**src/hdl/rrc_pkg.sv**
```systemverilog
// shared types, codes and limits of the resync request controller
// no dependencies
package rrc_pkg;

  localparam int GEN_BITS = 32;

  localparam int QUEUE_DEPTH = 2;
  localparam int QPTR_W      = $clog2(QUEUE_DEPTH);
  localparam int QCNT_W      = $clog2(QUEUE_DEPTH + 1);

  typedef logic [2:0] op_t;
  localparam op_t OP_DELTA_OK    = 3'd0;
  localparam op_t OP_KEY_OK      = 3'd1;
  localparam op_t OP_LEGACY_FAIL = 3'd2;
  localparam op_t OP_CANON_OK    = 3'd3;
  localparam op_t OP_CANON_FAIL  = 3'd4;
  localparam op_t OP_FORCE       = 3'd5;
  localparam op_t OP_TICK        = 3'd6;
  localparam op_t OP_INVALID     = 3'd7;

  typedef logic [1:0] status_t;
  localparam status_t ST_OK  = 2'd0;
  localparam status_t ST_EXH = 2'd1;
  localparam status_t ST_CFG = 2'd2;
  localparam status_t ST_BAD = 2'd3;

  typedef logic [2:0] reg_idx_t;
  localparam reg_idx_t REG_LEGACY_THR = 3'd0;
  localparam reg_idx_t REG_CANON_THR  = 3'd1;
  localparam reg_idx_t REG_BURST      = 3'd2;
  localparam reg_idx_t REG_COOLDOWN   = 3'd3;

  localparam logic [10:0] LEGACY_THR_RST = 11'd1;
  localparam logic [10:0] CANON_THR_RST  = 11'd3;
  localparam logic [6:0]  BURST_RST      = 7'd3;
  localparam logic [12:0] COOLDOWN_RST   = 13'd2;

  localparam logic [10:0] MAX_THRESHOLD = 11'd1024;
  localparam logic [6:0]  MAX_BURST     = 7'd64;
  localparam logic [12:0] MAX_COOLDOWN  = 13'd4096;

  typedef struct packed {
    op_t        op;
    logic [8:0] reasons;
    logic       obs_ok;
  } item_t;

  typedef struct packed {
    status_t     status;
    logic        is_active;
    logic        is_exhausted;
    logic        in_cooldown;
    logic        send_request;
    logic [8:0]  active_reasons;
    logic [31:0] generation_out;
    logic [11:0] cooldown_left;
    logic [6:0]  attempt_number;
  } result_t;

endpackage

```
**src/hdl/rrc_front.sv**
```systemverilog
// front end: takes input words and classifies them for the back end
// depends on rrc_pkg
module rrc_front (
  input  logic               in_valid,
  output logic               in_ready,
  input  logic [2:0]         op,
  input  logic [8:0]         reason_bits,
  input  logic [31:0]        frame_number,
  input  logic signed [31:0] base_frame,
  input  logic               q_full,
  output logic               push,
  output rrc_pkg::item_t     item
);
  import rrc_pkg::*;

  logic [31:0] base_raw;
  logic        base_pos;
  logic        no_reasons;
  logic        ok;

  assign base_raw   = $unsigned(base_frame);
  assign base_pos   = (base_raw != 32'd0) && !base_raw[31];
  assign no_reasons = (reason_bits == 9'd0);

  always_comb begin
    case (op)
      OP_DELTA_OK:    ok = no_reasons && base_pos && (base_raw < frame_number);
      OP_KEY_OK:      ok = no_reasons && !base_pos;
      OP_LEGACY_FAIL: ok = !no_reasons;
      OP_CANON_FAIL:  ok = !no_reasons;
      OP_FORCE:       ok = !no_reasons;
      OP_CANON_OK:    ok = no_reasons;
      default:        ok = 1'b0;
    endcase
  end

  assign in_ready     = !q_full;
  assign push         = in_valid && !q_full;
  assign item.op      = op;
  assign item.reasons = reason_bits;
  assign item.obs_ok  = ok;

endmodule

```
**src/hdl/rrc_queue.sv**
```systemverilog
// short queue between front and back end
// depends on rrc_pkg
module rrc_queue (
  input  logic           clk,
  input  logic           rst,
  input  logic           push,
  input  rrc_pkg::item_t wr_item,
  output logic           full,
  input  logic           pop,
  output logic           q_valid,
  output rrc_pkg::item_t rd_item
);
  import rrc_pkg::*;

  item_t             slots [QUEUE_DEPTH];
  logic [QPTR_W-1:0] wr_ptr;
  logic [QPTR_W-1:0] rd_ptr;
  logic [QCNT_W-1:0] count;

  localparam logic [QPTR_W-1:0] PTR_LAST = QPTR_W'(QUEUE_DEPTH - 1);
  localparam logic [QCNT_W-1:0] CNT_FULL = QCNT_W'(QUEUE_DEPTH);

  assign full    = (count == CNT_FULL);
  assign q_valid = (count != '0);
  assign rd_item = slots[rd_ptr];

  always_ff @(posedge clk) begin
    if (push) begin
      slots[wr_ptr] <= wr_item;
    end
  end

  always_ff @(posedge clk) begin
    if (rst) begin
      wr_ptr <= '0;
      rd_ptr <= '0;
      count  <= '0;
    end else begin
      if (push) begin
        wr_ptr <= (wr_ptr == PTR_LAST) ? '0 : wr_ptr + 1'b1;
      end
      if (pop) begin
        rd_ptr <= (rd_ptr == PTR_LAST) ? '0 : rd_ptr + 1'b1;
      end
      if (push && !pop) begin
        count <= count + 1'b1;
      end else if (pop && !push) begin
        count <= count - 1'b1;
      end
    end
  end

endmodule

```
**src/hdl/rrc_back.sv**
```systemverilog
// back end: config registers, request state, decision logic, result register
// depends on rrc_pkg
module rrc_back (
  input  logic              clk,
  input  logic              rst,
  input  logic              q_valid,
  input  rrc_pkg::item_t    q_item,
  output logic              q_pop,
  input  logic              cfg_valid,
  input  rrc_pkg::reg_idx_t cfg_index,
  input  logic [12:0]       cfg_data,
  output rrc_pkg::result_t  res,
  output logic              res_valid,
  input  logic              res_ready
);
  import rrc_pkg::*;

  logic [10:0] legacy_threshold;
  logic [10:0] canonical_threshold;
  logic [6:0]  burst_limit;
  logic [12:0] cooldown_ticks;

  logic                request_active, request_active_next;
  logic                gen_exhausted, gen_exhausted_next;
  logic [GEN_BITS-1:0] generation, generation_next;
  logic [8:0]          pending_reasons, pending_reasons_next;
  logic [6:0]          burst_attempts, burst_attempts_next;
  logic [11:0]         cooldown_count, cooldown_count_next;
  logic [10:0]         legacy_streak, legacy_streak_next;
  logic [10:0]         canonical_streak, canonical_streak_next;
  result_t             res_next;

  logic                 regs_ok;
  logic                 state_fits;
  logic                 arm_hit;
  logic [12:0]          ck_m1;
  logic [6:0]           ba_inc;
  logic [GEN_BITS+31:0] gen_ext;

  assign q_pop   = q_valid && (!res_valid || res_ready);
  assign ck_m1   = cooldown_ticks - 13'd1;
  assign ba_inc  = burst_attempts + 7'd1;
  assign gen_ext = {32'd0, generation};

  assign regs_ok = (legacy_threshold != 11'd0) && (legacy_threshold <= MAX_THRESHOLD) &&
                   (canonical_threshold != 11'd0) &&
                   (canonical_threshold <= MAX_THRESHOLD) &&
                   (burst_limit != 7'd0) && (burst_limit <= MAX_BURST) &&
                   (cooldown_ticks <= MAX_COOLDOWN);
  assign state_fits = (burst_attempts <= burst_limit) &&
                      ({1'b0, cooldown_count} <= cooldown_ticks);

  always_comb begin
    request_active_next   = request_active;
    gen_exhausted_next    = gen_exhausted;
    generation_next       = generation;
    pending_reasons_next  = pending_reasons;
    burst_attempts_next   = burst_attempts;
    cooldown_count_next   = cooldown_count;
    legacy_streak_next    = legacy_streak;
    canonical_streak_next = canonical_streak;
    res_next              = '0;
    arm_hit               = 1'b0;

    if (!regs_ok || !state_fits) begin
      res_next.status = ST_CFG;
    end else if (q_item.op == OP_TICK) begin
      if (gen_exhausted) begin
        res_next.is_exhausted = 1'b1;
      end else if (request_active) begin
        res_next.is_active      = 1'b1;
        res_next.active_reasons = pending_reasons;
        res_next.generation_out = gen_ext[31:0];
        if (cooldown_count != 12'd0) begin
          cooldown_count_next    = cooldown_count - 12'd1;
          res_next.in_cooldown   = 1'b1;
          res_next.cooldown_left = cooldown_count - 12'd1;
        end else if (burst_attempts >= burst_limit) begin
          if (cooldown_ticks != 13'd0) begin
            burst_attempts_next    = 7'd0;
            cooldown_count_next    = ck_m1[11:0];
            res_next.in_cooldown   = 1'b1;
            res_next.cooldown_left = ck_m1[11:0];
          end else begin
            burst_attempts_next     = 7'd1;
            res_next.send_request   = 1'b1;
            res_next.attempt_number = 7'd1;
          end
        end else begin
          burst_attempts_next     = ba_inc;
          res_next.send_request   = 1'b1;
          res_next.attempt_number = ba_inc;
        end
      end
    end else if (!q_item.obs_ok) begin
      res_next.status = ST_BAD;
    end else begin
      case (q_item.op)
        OP_DELTA_OK: begin
          legacy_streak_next = 11'd0;
        end
        OP_KEY_OK: begin
          legacy_streak_next    = 11'd0;
          canonical_streak_next = 11'd0;
          request_active_next   = 1'b0;
          pending_reasons_next  = 9'd0;
          burst_attempts_next   = 7'd0;
          cooldown_count_next   = 12'd0;
        end
        OP_LEGACY_FAIL: begin
          legacy_streak_next = (&legacy_streak) ? legacy_streak : legacy_streak + 11'd1;
          arm_hit            = (legacy_streak_next >= legacy_threshold);
        end
        OP_CANON_OK: begin
          canonical_streak_next = 11'd0;
        end
        OP_CANON_FAIL: begin
          canonical_streak_next = (&canonical_streak) ? canonical_streak
                                                      : canonical_streak + 11'd1;
          arm_hit               = (canonical_streak_next >= canonical_threshold);
        end
        default: begin
          arm_hit = 1'b1;
        end
      endcase

      if (arm_hit) begin
        if (request_active) begin
          pending_reasons_next = pending_reasons | q_item.reasons;
        end else if (&generation) begin
          pending_reasons_next = 9'd0;
          gen_exhausted_next   = 1'b1;
          res_next.status      = ST_EXH;
        end else begin
          generation_next      = generation + 1'b1;
          request_active_next  = 1'b1;
          burst_attempts_next  = 7'd0;
          cooldown_count_next  = 12'd0;
          pending_reasons_next = pending_reasons | q_item.reasons;
        end
      end
    end
  end

  always_ff @(posedge clk) begin
    if (rst) begin
      legacy_threshold    <= LEGACY_THR_RST;
      canonical_threshold <= CANON_THR_RST;
      burst_limit         <= BURST_RST;
      cooldown_ticks      <= COOLDOWN_RST;
    end else if (cfg_valid) begin
      case (cfg_index)
        REG_LEGACY_THR: legacy_threshold    <= cfg_data[10:0];
        REG_CANON_THR:  canonical_threshold <= cfg_data[10:0];
        REG_BURST:      burst_limit         <= cfg_data[6:0];
        REG_COOLDOWN:   cooldown_ticks      <= cfg_data;
        default: ;
      endcase
    end
  end

  always_ff @(posedge clk) begin
    if (rst) begin
      request_active   <= 1'b0;
      gen_exhausted    <= 1'b0;
      generation       <= '0;
      pending_reasons  <= 9'd0;
      burst_attempts   <= 7'd0;
      cooldown_count   <= 12'd0;
      legacy_streak    <= 11'd0;
      canonical_streak <= 11'd0;
      res_valid        <= 1'b0;
    end else begin
      if (q_pop) begin
        request_active   <= request_active_next;
        gen_exhausted    <= gen_exhausted_next;
        generation       <= generation_next;
        pending_reasons  <= pending_reasons_next;
        burst_attempts   <= burst_attempts_next;
        cooldown_count   <= cooldown_count_next;
        legacy_streak    <= legacy_streak_next;
        canonical_streak <= canonical_streak_next;
        res_valid        <= 1'b1;
      end else if (res_ready) begin
        res_valid <= 1'b0;
      end
    end
  end

  always_ff @(posedge clk) begin
    if (q_pop) begin
      res <= res_next;
    end
  end

`ifndef SYNTHESIS
  a_send_not_cooldown: assert property (@(posedge clk) disable iff (rst)
    res_valid |-> !(res.send_request && res.in_cooldown))
    else $error("send and cooldown in one result word");

  a_exhausted_sticky: assert property (@(posedge clk) disable iff (rst)
    gen_exhausted |=> gen_exhausted)
    else $error("exhausted flag cleared without reset");

  a_send_has_attempt: assert property (@(posedge clk) disable iff (rst)
    (res_valid && res.send_request) |-> (res.attempt_number != 7'd0))
    else $error("request sent with attempt zero");

  a_status_no_tick_flags: assert property (@(posedge clk) disable iff (rst)
    (res_valid && (res.status != ST_OK)) |->
      !(res.is_active || res.send_request || res.in_cooldown))
    else $error("tick flags set on a non-ok status");

  a_no_result_from_empty: assert property (@(posedge clk) disable iff (rst)
    (!res_valid && !q_valid) |=> !res_valid)
    else $error("result word appeared with empty queue");
`endif

endmodule

```
**src/hdl/resync_request_controller.sv**
```systemverilog
// resync request controller top level: front end, queue, back end
// depends on rrc_pkg, rrc_front, rrc_queue, rrc_back
//
//   channel | signals                                   | direction
//   in      | in_valid in_ready op reason_bits          | word in
//           | frame_number base_frame                   |
//   out     | out_valid out_ready status is_active ...  | word out
//   cfg     | cfg_valid cfg_ready cfg_index cfg_data    | register write
//
// one word per cycle sustained while out_ready stays high; a taken word is written into the
// two-entry queue, then the back end registers it into the result register once that is free
// synchronous reset clears all request state and loads register defaults 1, 3, 3, 2
// in_ready drops only when the queue is full; results hold until out_ready
// cfg_ready is always high
module resync_request_controller (
  input  logic               clk,
  input  logic               rst,
  input  logic               in_valid,
  output logic               in_ready,
  input  logic [2:0]         op,
  input  logic [8:0]         reason_bits,
  input  logic [31:0]        frame_number,
  input  logic signed [31:0] base_frame,
  output logic               out_valid,
  input  logic               out_ready,
  output logic [1:0]         status,
  output logic               is_active,
  output logic               is_exhausted,
  output logic               in_cooldown,
  output logic               send_request,
  output logic [8:0]         active_reasons,
  output logic [31:0]        generation_out,
  output logic [11:0]        cooldown_left,
  output logic [6:0]         attempt_number,
  input  logic               cfg_valid,
  output logic               cfg_ready,
  input  logic [2:0]         cfg_index,
  input  logic [12:0]        cfg_data
);
  import rrc_pkg::*;

  logic    push;
  logic    q_full;
  logic    q_valid;
  logic    q_pop;
  item_t   wr_item;
  item_t   rd_item;
  result_t res;

  assign cfg_ready = 1'b1;

  rrc_front u_front (
    .in_valid     (in_valid),
    .in_ready     (in_ready),
    .op           (op),
    .reason_bits  (reason_bits),
    .frame_number (frame_number),
    .base_frame   (base_frame),
    .q_full       (q_full),
    .push         (push),
    .item         (wr_item)
  );

  rrc_queue u_queue (
    .clk     (clk),
    .rst     (rst),
    .push    (push),
    .wr_item (wr_item),
    .full    (q_full),
    .pop     (q_pop),
    .q_valid (q_valid),
    .rd_item (rd_item)
  );

  rrc_back u_back (
    .clk       (clk),
    .rst       (rst),
    .q_valid   (q_valid),
    .q_item    (rd_item),
    .q_pop     (q_pop),
    .cfg_valid (cfg_valid),
    .cfg_index (cfg_index),
    .cfg_data  (cfg_data),
    .res       (res),
    .res_valid (out_valid),
    .res_ready (out_ready)
  );

  assign status         = res.status;
  assign is_active      = res.is_active;
  assign is_exhausted   = res.is_exhausted;
  assign in_cooldown    = res.in_cooldown;
  assign send_request   = res.send_request;
  assign active_reasons = res.active_reasons;
  assign generation_out = res.generation_out;
  assign cooldown_left  = res.cooldown_left;
  assign attempt_number = res.attempt_number;

endmodule

```
**config.mk**
```make
export PLATFORM = sky130hd
export DESIGN_NAME = resync_request_controller
export DESIGN_NICKNAME = d
export VERILOG_FILES = /design/src/hdl/rrc_pkg.sv /design/src/hdl/rrc_front.sv /design/src/hdl/rrc_queue.sv /design/src/hdl/rrc_back.sv /design/src/hdl/resync_request_controller.sv
export SDC_FILE = /design/constraint.sdc
export NUM_CORES = 1
export LEC_CHECK = 0
export BUFFER_PORTS_ARGS = -buffer_cell sky130_fd_sc_hd__buf_2
export CORE_MARGIN = 4
export CORE_UTILIZATION = 53
export DETAILED_ROUTE_END_ITERATION = 8
export PLACE_DENSITY = 0.77
export SYNTH_ARGS = -nofsm -noshare
export SYNTH_HDL_FRONTEND = slang
export SYNTH_HIERARCHICAL = 1
export SYNTH_SLANG_ARGS = --single-unit
```
**constraint.sdc**
```tcl
create_clock -name clk -period 4.1 [get_ports clk]
set_clock_uncertainty 0.05 [all_clocks]
set_input_delay 1.23 -clock clk [delete_from_list [all_inputs] [get_ports clk]]
set_output_delay 1.23 -clock clk [all_outputs]
set_load 0.02 [all_outputs]
```
==> results of run 1 <==
## stage by stage
step | worst slack [ns] | utilization
global route | 0.0153 | 0.630
CTS | 0.123 | 0.628
global placement | 0.260 | 0.592
detailed placement | 0.145 | 0.592
finish | 0.260 | 0.630
floorplan | 0.137 | -
## state kept, by name, indices dropped and copies added, names as in the netlist, named ones only
signal	cells
u_back/burst_attempts	7
u_back/burst_limit	7
u_back/canonical_streak	11
u_back/canonical_threshold	11
u_back/cooldown_count	12
u_back/cooldown_ticks	13
u_back/gen_exhausted	1
u_back/generation	32
u_back/legacy_streak	11
u_back/legacy_threshold	11
u_back/pending_reasons	9
u_back/request_active	1
u_back/res	66
u_back/res_valid	1
u_queue/count	2
u_queue/rd_ptr	1
u_queue/slots	26
u_queue/wr_ptr	1
## repair_timing
item / 4_1_cts / 5_1_grt
hold buffers: 0 / 0
resized for setup: 0 / 6
endpoints found under the setup margin: 0 / 40
setup buffers: 0 / 1
## placed cells by master (no fill, tap or decap), drive strengths merged, types with 27 or more instances in the layout
cell	instances
ha	80
and3	28
buf	184
nand3	56
o21ai	38
dfxtp	132
nand2	138
nor2	75
and2	49
clkbuf	27
edfxtp	92
a21oi	122
xnor2	37
inv	93
## power groups by stage
stage / clock network [uW] / logic [uW] / registers, uW
finish: 2140 / 1600 / 2880
global route: 2280 / 1740 / 2920
CTS: 2180 / 1600 / 2890
detailed placement: 0 / 1590 / 2930
global placement: 0 / 1570 / 2930
floorplan: 0 / 707 / 3300
## critical path: stages (launching register included)
cell      delay (ns)
dfxtp_1         0.41
ha_1            0.27
and3_1          0.19
and3_1          0.23
nand2_2         0.16
buf_4           0.19
xnor2_1         0.16
ha_1            0.24
nand2b_1        0.14
a211o_1         0.30
a211oi_2        0.22
o22ai_2         0.18
o211a_1         0.30
nand3_2         0.11
buf_6           0.19
buf_4           0.15
mux2i_1         0.17
nor2_1          0.05
## per-layer routing
layer,share of wire,wire length [microns],GRT usage
met1,0.44,11700,0.255
met4,0.018,467,0.0481
met3,0.048,1270,0.0282
met2,0.50,13200,0.371
met5,0,0,0
## worst paths after layout
path                            slack, ns                       endpoint  depth (start not counted)
worst min register to register       0.41  u_back/canonical_threshold[9]                          2
worst max-delay path                 0.26           u_back/generation[1]                         17
worst max register to register       0.26           u_back/generation[1]                         17
worst min-delay path                 0.41  u_back/canonical_threshold[9]                          2
## cell type report
cell class,instances,area [sq um],area share
inverter,87,327,0.0235
multi-input combinational,910,6060,0.435
clock buffer,27,653,0.0469
tap,280,350,0.0252
timing repair buffer,184,977,0.0702
clock inverter,15,144,0.0103
sequential,224,5410,0.389
## kinds of logic (layout without fill, tap and decap cells)
family,Yosys count,in the layout,share of synthesized area
other cells,1,1,0.000310
mux,37,37,0.0328
compound gates,241,241,0.124
fa+ha+maj,80,80,0.0828
flops,224,224,0.447
buf+inv,148,313,0.0549
simple gates,499,499,0.220
xor+xnor,52,52,0.0377
==> flow_summary.toml, run 1 <==
[hold_path]
hp-start = "u_back/canonical_threshold[9]"
hp-class = "reg2reg"

[status]
status = "finished, final reports clean"

[sta]
relSlewSlack = 0.462
tns_ns = 0
max_freq_mhz = 260
period_share = 0.937
period_needed_ns = 3.84
worst_pin_slew_ns = 0.808
hold_viol_final = 0
hold_ws_ns = 0.406
rsz0062_at_grt = "false"
slew_violations = 0
finalSetupViolCount = 0

[cells_and_area]
areaGrowthSynthToFinish_pct = 15.1
drive_gt1_frac = 0.198
n_antenna_cell = 0
fillCellCount = 1850
stdcell_count = 1727
fin_area_sq_um = 13900
finalNetCount = 1607

[power]
ir_drop_v = 0.000256
p_per_area_nw_per_um2 = 476
sw_frac_of_total = 0.316
power_leakage_uw = 0.00574
comb_power_share = 0.242
finalPower_uw = 6620
p_switching_uw = 2090
p_clk_frac = 0.323
intPower_uw = 4520
seqPwrFrac = 0.435

[synthesis]
synth.avg_cell_area_sq_um = 9.43
ys_warn_count = 6
synth.most_common_cell = "nand2_1"
netlist.area_leader.share = 0.229
synth_area_leader_cell = "edfxtp_1"
synth_edf_count = 92
synth.top_cells.by_count = "nand2_1 (138), dfxtp_1 (132), a21oi_1 (122)"
yosys_most_used_dff = "dfxtp_1"
synth_cells = 1282
ys_seq_elements = 224
syn_nets = 1459
ys_seq_area_frac = 0.447
yosysUniqueCellTypes = 74
netlist_area_sq_um = 12100
ys_async_sr_fraction = 0
synth_area_leaders = "edfxtp_1 (23%), dfxtp_1 (22%), ha_1 (8.3%), a21oi_1 (5.1%), nand2_1 (4.3%)"

[worst_setup_path]
r2r-start = "u_back/canonical_streak[1]"
critical_path.endpoint_type = "flop"
worstPathRequired_ns = 4.43
worstSetupStartpoint = "u_back/canonical_streak[1]"
worstSetupPathType = "reg2reg"
cp_max_fo = 20
cp.arrival_ns = 4.17
start_kind = "flop"

[placement]
place_area_sq_um = 13100
dp_hpwl_mm = 19.8
place_inst = 1684
gp_congestion = 0.854
numPortBuffers = 164

[grt]
grt_use_total = 0.203
antenna_found_initial = 0
grt_pass1_vias = 9340
grt_pass1_wl_mm = 44.6
gr-total-overflow = 0
grt_max_degree = 69

[route]
ant_nets = 0
wire_per_inst_microns = 15.4
vias_per_cell = 5.61
post-route-drc-count = 0
drt_pass1_iterations = 6
drt-initial-drc-count = 526
wirelength_mm = 26.7
vias = 9684

[cts]
cts_tree = "yes"
clock_latency_ns = 0.51
clk_path_buf_depth = 3
h-tree-depth = 1
cts.sinks = 224
clockRootBuffer = "clkbuf_16"
path_clk_slew_ns = 0.06
cts_made_buffers = 23

[die]
die_h_microns = 159
dieArea_sq_um = 25300
row_count = 54
io_pins = 166
die_x_microns = 159
core_area_sq_um = 22100
initial_core_util = 0.547

[run]
maxCapViolCount = 0
Note: power is estimated with default switching activity, not from simulation.
==> inputs of run 2 (changes only) <==
--- a/config.mk
+++ b/config.mk
@@ -8,7 +8,7 @@
 export BUFFER_PORTS_ARGS = -buffer_cell sky130_fd_sc_hd__buf_2
 export CORE_MARGIN = 4
-export CORE_UTILIZATION = 53
+export CORE_UTILIZATION = 58
 export DETAILED_ROUTE_END_ITERATION = 8
-export PLACE_DENSITY = 0.77
+export PLACE_DENSITY = 0.8
 export SYNTH_ARGS = -nofsm -noshare
 export SYNTH_HDL_FRONTEND = slang
==> constraint.sdc (replaced) <==
create_clock -name clk -period 3.8 [get_ports clk]
set_clock_uncertainty 0.05 [all_clocks]
set_input_delay 0 -clock clk [delete_from_list [all_inputs] [get_ports clk]]
set_output_delay 0 -clock clk [all_outputs]
set_load 0.02 [all_outputs]
==> run 2 against run 1 <==
  * Critical endpoint is now u_back/generation[19]
  * Critical path type unchanged
  * Core utilization is 7.1 points higher
  * Global-route usage up 2.2 points
  * Final cell count up 2.1%
  * Cell area up 2.6%
  * Non-clock buffer count rose by 44
  * Sequential cell count did not move
  * Total power up 5.5%
  * Count of clock-buffer cells in the layout increased by 6
  * Fmax rose by 5.2%
  * Setup slack worse by 0.11 ns
==> flow_summary.toml, run 2 (same netlist as run 1, synthesis figures left out) <==
[status]
status = "finished, final reports clean"

[die]
die_h_microns = 152
core_area_sq_um = 20400
io_pins = 166
die_x_microns = 152
dieArea_sq_um = 23200
initial_core_util = 0.594
row_count = 52

[grt]
grt_use_total = 0.225
grt_pass1_wl_mm = 45.0
met2_usage = 0.407
use_met1 = 0.278
top_usage_layer = "met2"
antenna_found_initial = 1
met3_usage = 0.0295
grt_max_degree = 68
grt_pass1_vias = 9571
gr-total-overflow = 0

[cts]
clock_latency_ns = 0.51
cts.sinks = 224
cts_made_buffers = 23
clockRootBuffer = "clkbuf_16"
cts_tree = "yes"
clk_path_buf_depth = 3
path_clk_slew_ns = 0.07
h-tree-depth = 1

[sta]
period_share = 0.960
finalSetupViolCount = 0
max_freq_mhz = 274
worst_pin_slew_ns = 1.15
tns_ns = 0
hold_ws_ns = 0.110
period_needed_ns = 3.65
relSlewSlack = 0.233
slew_violations = 0
hold_viol_final = 0

[cells_and_area]
drive_gt1_frac = 0.197
layout_commonest_cell = "buf_2"
fin_util = 0.701
areaGrowthSynthToFinish_pct = 18.1
finalNetCount = 1652
largest_register = "u_back/res"
reg.largest.list = "u_back/res: 66 flops, u_back/generation: 32 flops, u_queue/slots: 26 flops"
final_cell_mix = "buf_2 (163), nand2_1 (136), dfxtp_1 (132)"
largest_register_ffs = 66
fin_area_sq_um = 14300

[worst_setup_path]
start_kind = "flop"
worstPathRequired_ns = 4.11
critical_path.endpoint_type = "flop"
cp.arrival_ns = 3.96
cp_max_fo = 6
worstSetupPathType = "reg2reg"

[power]
p_per_area_nw_per_um2 = 489
ir_drop_v = 0.000351
power_leakage_uw = 0.00589

[route]
post-route-drc-count = 0
drt_pass1_iterations = 8
wire_per_inst_microns = 15.4
drt-initial-drc-count = 686
vias = 9997
ant_nets = 0
wirelength_mm = 27.2
vias_per_cell = 5.67

[placement]
numPortBuffers = 164
gp_congestion = 0.896
dp_hpwl_mm = 19.6
place_area_sq_um = 13200

[run]
maxCapViolCount = 0

[hold_path]
hp-class = "in2reg"
-- run 2: layout make-up --
| class | instances | area, sq um |
|---|---|---|
| multi-input combinational | 911 | 6110 |
| sequential | 224 | 5410 |
| tap | 270 | 338 |
| inverter | 87 | 327 |
| antenna | 1 | 2.50 |
| timing repair buffer | 228 | 1400 |
| clock buffer | 33 | 613 |
| clock inverter | 9 | 81.3 |
| fill | 1546 | 6090 |
-- run 2: repair_timing --
item	4_1_cts	5_1_grt
pin swaps	0	5
resized for setup	2	10
cloned	0	1
setup buffers	0	2
hold endpoints to repair	78	0
hold buffers	32	0
endpoints found under the setup margin	3	51
-- run 2: worst max-delay path: stages (launching register included) --
cell and delay, ns:
dfxtp_1 0.33, and3_1 0.20, and3_1 0.18, and3_1 0.22, a21oi_1 0.31, xor2_1 0.14, ha_1 0.30, nand3_1 0.09
o22ai_1 0.18, a211oi_1 0.07, o22ai_1 0.29, buf_4 0.21, o2111ai_4 0.13, buf_4 0.20, nor4b_2 0.37, xnor2_1 0.17
nor2_1 0.05
-- run 2: path summary, 6_finish.rpt --
check | startpoint | end | slack, ns | depth (start not counted)
min | cfg_valid | u_back/legacy_threshold[8] | 0.11 | 5
max | u_back/canonical_streak[4] | u_back/generation[19] | 0.15 | 16
max reg2reg | u_back/canonical_streak[4] | u_back/generation[19] | 0.15 | 16
min reg2reg | u_back/legacy_threshold[10] | u_back/legacy_threshold[10] | 0.42 | 2
-- run 2: per-layer routing --
layer / wire length (microns) / vias up / share of wire
met5: 0 / - / 0
met4: 738 / 0 / 0.027
met3: 1620 / 64 / 0.060
met2: 13500 / 341 / 0.49
met1: 11400 / 4636 / 0.42
li1: - / 4956 / -
-- run 2: where the power goes --
group          switching (uW)  total (uW)  leakage, uW  internal, uW
clock                     915        2070     0.000329          1150
sequential                109        3100      0.00196          2990
combinational            1210        1810      0.00359           606
total                    2230        6980      0.00589          4750
-- run 2: metrics by stage --
stage          worst slack, ns  power (uW)  cells
2_1_floorplan           0.0710        4330   1282
3_3_place_gp             0.149        4850   1685
3_5_place_dp            0.0337        4900   1685
4_1_cts                 0.0898        6990   1759
5_1_grt                -0.0115        7310   1763
6_report                 0.151        6980   1763
